$ cat config.mk
export PLATFORM = sky130hd
export DESIGN_NAME = rhh_ram
export DESIGN_NICKNAME = d
export VERILOG_FILES = /design/src/sv/rhh_ram.sv
export SDC_FILE = /design/constraint.sdc
export NUM_CORES = 1
export LEC_CHECK = 0
export BUFFER_PORTS_ARGS = -buffer_cell sky130_fd_sc_hd__buf_4
export CAP_MARGIN = 25
export CORE_ASPECT_RATIO = 1.25
export CORE_MARGIN = 1.5
export CORE_UTILIZATION = 47
export CTS_BUF_LIST = sky130_fd_sc_hd__clkbuf_4 sky130_fd_sc_hd__clkbuf_8
export CTS_CLUSTER_SIZE = 40
export DETAILED_ROUTE_END_ITERATION = 16
export MAX_ROUTING_LAYER = met4
export PLACE_DENSITY = 0.65
export SKIP_CTS_REPAIR_TIMING = 1
export SYNTH_ARGS = -nofsm -noshare
export SYNTH_HDL_FRONTEND = slang
export SYNTH_SLANG_ARGS = --single-unit
$ cat constraint.sdc
create_clock -name aclk -period 1.8 [get_ports aclk]
set_input_delay 0.36 -clock aclk [delete_from_list [all_inputs] [get_ports aclk]]
set_output_delay 0.36 -clock aclk [all_outputs]
set_load 0.005 [all_outputs]
$ cat src/sv/rhh_ram.sv
// ----------------------------------------------------------------------------
// rhh_ram
// Generic simple dual-port RAM: one write port, one registered read port.
// ----------------------------------------------------------------------------
module rhh_ram #(
    parameter int WIDTH = 8,
    parameter int DEPTH = 16,
    parameter int AW    = $clog2(DEPTH)
) (
    input  logic             aclk,
    input  logic             wr_en,
    input  logic [AW-1:0]    wr_addr,
    input  logic [WIDTH-1:0] wr_data,
    input  logic [AW-1:0]    rd_addr,
    output logic [WIDTH-1:0] rd_data
);

    logic [WIDTH-1:0] mem [DEPTH];

    always_ff @(posedge aclk) begin
        if (wr_en) begin
            mem[wr_addr] <= wr_data;
        end
        rd_data <= mem[rd_addr];
    end

endmodule
==> results of run 1 <==
[routing by layer]
layer / wire [um] / part of all wire / global-route usage / up-vias
li1: - / - / - / 1093
met1: 3780 / 0.40 / 0.217 / 1285
met2: 5090 / 0.54 / 0.306 / 85
met3: 484 / 0.051 / 0.0542 / 7
met4: 59 / 0.0063 / 0.0734 / 0
met5: 0 / 0 / - / -
[state kept, by name (all words and copies together) (netlist names)]
register and count:
rd_data 8, mem 128
[cell type report]
| class | count | area, um^2 | area share |
|---|---|---|---|
| repair buffers | 50 | 413 | 0.0686 |
| clock inverters | 3 | 15.0 | 0.00249 |
| clock buffers | 29 | 362 | 0.0601 |
| well taps | 132 | 165 | 0.0274 |
| flip-flops and latches | 136 | 4000 | 0.665 |
| multi-input cells | 83 | 1060 | 0.176 |
[report_power, final]
group	switching (uW)	internal [uW]
registers	24.3	3540
clock network	1020	1260
logic	179	172
total	1220	4970
[cells in the final DEF (no fill, tap or decap), types with 6 or more instances in the layout]
cell	n
dfxtp_1	8
nand2_1	9
a22oi_1	16
mux4_2	18
buf_4	47
edfxtp_1	128
mux4_1	14
clkbuf_8	23
nor2_1	13
clkbuf_4	6
[metrics by stage]
stage	instance area, um^2	total power (uW)	worst slack (ns)
after global routing	6020	6390	0.360
after global placement	5640	3980	0.0280
after floorplan	5150	3800	0.174
final	6020	6190	0.467
after detailed placement	5640	3990	0.0616
after CTS	6020	6250	0.449
[path summary, 6_finish.rpt]
| path | from | endpoint | slack, ns | cells after the start |
|---|---|---|---|---|
| setup / recovery | mem[1][0]$_DFFE_PP_ | rd_data[0]$_DFF_P_ | 0.47 | 3 |
| hold / removal | wr_data[5] | mem[13][5]$_DFFE_PP_ | 0.23 | 1 |
| setup reg to reg | mem[1][0]$_DFFE_PP_ | rd_data[0]$_DFF_P_ | 0.47 | 3 |
| hold reg to reg | mem[14][4]$_DFFE_PP_ | rd_data[4]$_DFF_P_ | 0.67 | 3 |
[cells by family (layout without fill, tap and decap cells)]
group | Yosys count | in the layout | share of synthesized area
flip-flops | 136 | 136 | 0.778
AND/OR/NAND/NOR | 35 | 35 | 0.0318
multiplexers | 32 | 32 | 0.150
AO/OA/AOI/OAI | 16 | 16 | 0.0233
buffers and inverters | 10 | 82 | 0.0168
==> reports/qor.yml, run 1 <==
n_antenna_cell: 0
hp-class: "input port to register"
synth_cell_types: 19
vias_per_cell: 5.70
start_util: 0.485
grt_pass1_wl_mm: 14.7
slew_viol_final: 0
synthCells: 229
syn_area_um2: 5150
path_buf_inv: 0
netlist_top_cells_count: "edfxtp_1 (128), mux4_2 (18), a22oi_1 (16), mux4_1 (14), nor2_1 (13)"
finalCriticalPeriod_ns: 1.33
dr.pass1.iters: 4
h-tree-depth: 4
io_buffer_count: 25
synth_ff_type: "edfxtp_1"
end_kind: "register"
cts_made_buffers: 17
worstSkewPairLatency_ns: 0.43
clockBufferDepth: 2
grt-ovfl-total: 0
setup_viol: 0
fp.dieH_um: 120
area_growth_syn_to_layout_pct: 17.0
core_area_um2: 10600
syn_nets: 247
synth_seq_cells: 136
finalNonFillerCells: 433
dp_hpwl_mm: 6.42
wl_per_cell_um: 21.7
crit_family: "multiplexers"
max_freq_mhz: 750
ys_seq_area_frac: 0.778
startpoint_type: "register"
die_area_um2: 11600
async_reset_ff_frac: 0
path_clk_slew_ns: 0.07
drc_errors: 0
grt_usage: 0.186
fin_nets: 306
cts-root-buf: "clkbuf_8"
setup_tns_ns: 0
place_inst: 401
antenna_found_initial: 0
relSlewSlack: 0.485
synth_top_area_frac: 0.747
drtAntennaViolNets: 0
outcome: "finished clean"
worst_slew_pin_slew_ns: 0.771
yosysTopAreaCell: "edfxtp_1"
synth.area.top_cells: "edfxtp_1 (75%), mux4_2 (7.9%), mux4_1 (7.1%), dfxtp_1 (3.1%), a22oi_1 (2.3%)"
fillers: 823
yosys_warnings: 0
routed-via-count: 2470
placementRows: 42
crit_type: "register to register"
max-vdd-ir-drop_mv: 0.424
drt_iter0_drc: 275
first_global_vias: 2597
io-pin-count: 26
hold_viol: 0
critPathRequiredTime_ns: 2.12
crit_chain: "mux4_1 > a22oi_1 > nand2_1"
cp.arrival_ns: 1.65
tritoncts: "done"
drive_gt1_frac: 0.339
gp_congestion: 0.759
synth-edff-count: 128
rsz0062_at_grt: "false"
slowest_stage: "mux4_1"
die_w_um: 96.6
grt_max_degree: 20
critPathMaxStageDelay_ns: 0.52
clock_skew_ns: 0.0117
cts.sinks: 136
synth_most_common_cell: "edfxtp_1"
leakage_uw: 0.00207
crit_fanout: 1
final_core_util: 0.567
drt_wl_total_mm: 9.42
worst_hold_slack_ns: 0.228
finalCritPeriodShare: 0.741
timing.max_cap.violations: 0
power.density_nw_per_um2: 1030
syn_area_per_cell_um2: 22.5
(Power assumes the default switching activity.)
==> inputs of run 2 (changes only) <==
ABC_AREA = 1   (was not set)
clock period = 1.2 ns   (was 1.8 ns; I/O delays follow)
==> reports/qor.yml, run 2 <==
outcome: "finished clean"  # unchanged
yosys_warnings: 0  # unchanged
reg_top3: "mem (128), rd_data (8)"  # unchanged
ys_seq_area_frac: 0.694  # was 0.778
synth_ff_type: "edfxtp_1"  # unchanged
worstSkewPairLatency_ns: 0.45  # was 0.43 ns
die_area_um2: 12900  # was 11600 um^2
clockBufferDepth: 2  # unchanged
die_w_um: 102  # was 96.6 um
crit_type: "register to output port"  # was register to register
clock_skew_ns: 0.0149  # was 0.0117 ns
reg2regPathDepth: 6  # was 3
core_area_um2: 12000  # was 10600 um^2
grt_pass1_wl_mm: 19.6  # was 14.7 mm
path_buf_inv: 1  # was 0
fillers: 1053  # was 823
io-pin-count: 26  # unchanged
final_cell_mix: "nand2_1 (173), edfxtp_1 (128), inv_1 (100), nand3_1 (97), buf_4 (57)"  # was edfxtp_1 (128), buf_4 (47), clkbuf_8 (23), mux4_2 (18), a22oi_1 (16)
fin_nets: 623  # was 306
async_reset_ff_frac: 0  # unchanged
n_antenna_cell: 0  # unchanged
leakage_uw: 0.00293  # was 0.00207 uW
startpoint_type: "register"  # unchanged
antenna_found_initial: 0  # unchanged
grt.busiest_layer: "met2"  # unchanged
cts-root-buf: "clkbuf_8"  # unchanged
critPathMaxStageDelay_ns: 0.35  # was 0.52 ns
synth_top_area_frac: 0.667  # was 0.747
grt_use_met2: 0.365  # was 0.306
timing.max_cap.violations: 0  # unchanged
cp.arrival_ns: 0.90  # was 1.65 ns
grt_max_degree: 46  # was 20
syn_area_per_cell_um2: 10.5  # was 22.5 um^2
critPathRequiredTime_ns: 0.96  # was 2.12 ns
setup_viol: 0  # unchanged
final_common_cell: "nand2_1"  # was edfxtp_1
dr.pass1.iters: 4  # unchanged
timing.rr.start: "mem[1][7]$_DFFE_PP_"  # was mem[1][0]$_DFFE_PP_
drive_gt1_frac: 0.149  # was 0.339
regToRegSetupSlack_ns: 0.21  # was 0.47 ns
drc_errors: 0  # unchanged
hold_path.startpoint: "rd_addr[3]"  # was wr_data[5]
synth.area.top_cells: "edfxtp_1 (67%), nand2_1 (11%), nand3_1 (8.4%), inv_1 (6.5%), dfxtp_1 (2.8%)"  # was edfxtp_1 (75%), mux4_2 (7.9%), mux4_1 (7.1%), dfxtp_1 (3.1%), a22oi_1 (2.3%)
routed-via-count: 3817  # was 2470
path_clk_slew_ns: 0.08  # was 0.07 ns
first_global_vias: 3689  # was 2597
timing.final.ws_setup_ns: 0.0611  # was 0.467 ns
cts_made_buffers: 17  # unchanged
crit_fanout: 1  # unchanged
hold_depth: 3  # was 1
wl_per_cell_um: 16.1  # was 21.7 um
hold_viol: 0  # unchanged
syn_nets: 569  # was 247
crit_chain: "buf_4"  # was mux4_1 > a22oi_1 > nand2_1
worst_hold_slack_ns: 0.0882  # was 0.228 ns
drtAntennaViolNets: 0  # unchanged
drt_iter0_drc: 249  # was 275
synthCells: 551  # was 229
synth_seq_cells: 136  # unchanged
drt_wl_total_mm: 12.6  # was 9.42 mm
worst_slew_pin_slew_ns: 0.290  # was 0.771 ns
dp_hpwl_mm: 8.21  # was 6.42 mm
grt_usage: 0.221  # was 0.186
finalCritPeriodShare: 0.949
gp_congestion: 0.901  # was 0.759
synth_cell_types: 12  # was 19
syn_area_um2: 5770  # was 5150 um^2
synth_most_common_cell: "nand2_1"  # was edfxtp_1
netlist_top_cells_count: "nand2_1 (173), edfxtp_1 (128), inv_1 (100), nand3_1 (97), nor2_1 (17)"  # was edfxtp_1 (128), mux4_2 (18), a22oi_1 (16), mux4_1 (14), nor2_1 (13)
grt-ovfl-total: 0  # unchanged
r2r-end: "rd_data[7]$_DFF_P_"  # was rd_data[0]$_DFF_P_
relSlewSlack: 0.806  # was 0.485
fp.dieH_um: 127  # was 120 um
slowest_stage: "dfxtp_1"  # was mux4_1
grtUsageMet3: 0.0507  # was 0.0542
hold_end: "rd_data[0]$_DFF_P_"  # was mem[13][5]$_DFFE_PP_
start_util: 0.479  # was 0.485
tritoncts: "done"  # unchanged
post-place-ws_ns: -0.0904  # was 0.0616 ns
finalCriticalPeriod_ns: 1.14
largest_reg_flops: 128  # unchanged
cts.sinks: 136  # unchanged
yosysTopAreaCell: "edfxtp_1"  # unchanged
placementRows: 45  # was 42
area_growth_syn_to_layout_pct: 16.1  # was 17.0%
slew_viol_final: 0  # unchanged
max_freq_mhz: 878
end_kind: "output port"  # was register
synth-edff-count: 128  # unchanged
crit_family: "flip-flops"  # was multiplexers
max-vdd-ir-drop_mv: 0.681  # was 0.424 mV
vias_per_cell: 4.88  # was 5.70
h-tree-depth: 4  # unchanged
io_buffer_count: 25  # unchanged
largest_register: "mem"  # unchanged
rsz0062_at_grt: "false"  # unchanged
hp-class: "input port to register"  # unchanged
use_met1: 0.255  # was 0.217
power.density_nw_per_um2: 1490  # was 1030 nW/um^2
==> run 2: changes by cell type in the layout (fill, tap and decap cells not counted), moves of 4 or more <==
cell       delta
a22oi_1      -16
nand3_1      +96
inv_1       +100
nand2_1     +164
mux4_1       -14
nor2_1        +4
bufinv_16     +4
clkbuf_8      -6
buf_4        +10
mux4_2       -18
clkbuf_4      -6
==> run 2: worst max-delay path by stage <==
stage / startpoint / to / slack [ns] / cells after the start
2_1_floorplan: wr_addr[3] / mem[4][0]$_DFFE_PP_ / 0.009 / 2
3_5_place_dp: wr_addr[1] / mem[1][3]$_DFFE_PP_ / -0.09 / 5
4_1_cts: rd_data[6]$_DFF_P_ / rd_data[6] / 0.01 / 1
6_report: rd_data[1]$_DFF_P_ / rd_data[1] / 0.06 / 1
5_1_grt: rd_data[1]$_DFF_P_ / rd_data[1] / 0.02 / 1
3_3_place_gp: wr_addr[0] / mem[8][4]$_DFFE_PP_ / -0.08 / 5
==> run 2: final cells by class <==
class	count	area, um^2	share of cell area
Clock inverter	15	184	0.0275
Multi-Input combinational cell	289	1210	0.181
Sequential cell	136	4010	0.598
Clock buffer	17	234	0.0350
Tap cell	164	205	0.0307
Inverter	102	383	0.0572
Timing Repair Buffer	59	468	0.0699
==> run 2: power breakdown <==
part,leakage (uW),switching (uW),internal [uW]
combinational,0.00150,452,249
clock,0.000206,1710,2230
sequential,0.00122,31.1,5300
==> run 2: metal layers <==
| metal | up-vias | wire length [um] |
|---|---|---|
| met1 | 1817 | 5030 |
| met3 | 19 | 553 |
| met5 | - | 0 |
| met4 | 0 | 314 |
| li1 | 1877 | - |
| met2 | 104 | 6670 |
==> run 2: stage by stage <==
| stage | instance area (um^2) | instances | TNS (ns) | util | power (uW) |
|---|---|---|---|---|---|
| 5_1_grt | 6690 | 782 | 0 | 0.555 | 10300 |
| 3_5_place_dp | 6270 | 750 | -7.84 | 0.521 | 6150 |
| 3_3_place_gp | 6270 | 750 | -6.05 | 0.521 | 6120 |
| 6_report | 6690 | 782 | 0 | 0.555 | 9970 |
| 4_1_cts | 6690 | 782 | 0 | 0.555 | 10000 |
| 2_1_floorplan | 5770 | 551 | 0 | - | 5810 |
==> run 2: cells by family (layout without fill, tap and decap cells) <==
kind of cell           count (synthesis)  in the layout  share of synthesized area
buffers and inverters                126            193                     0.0952
and+or+nand+nor                      289            289                      0.210
DFF                                  136            136                      0.694
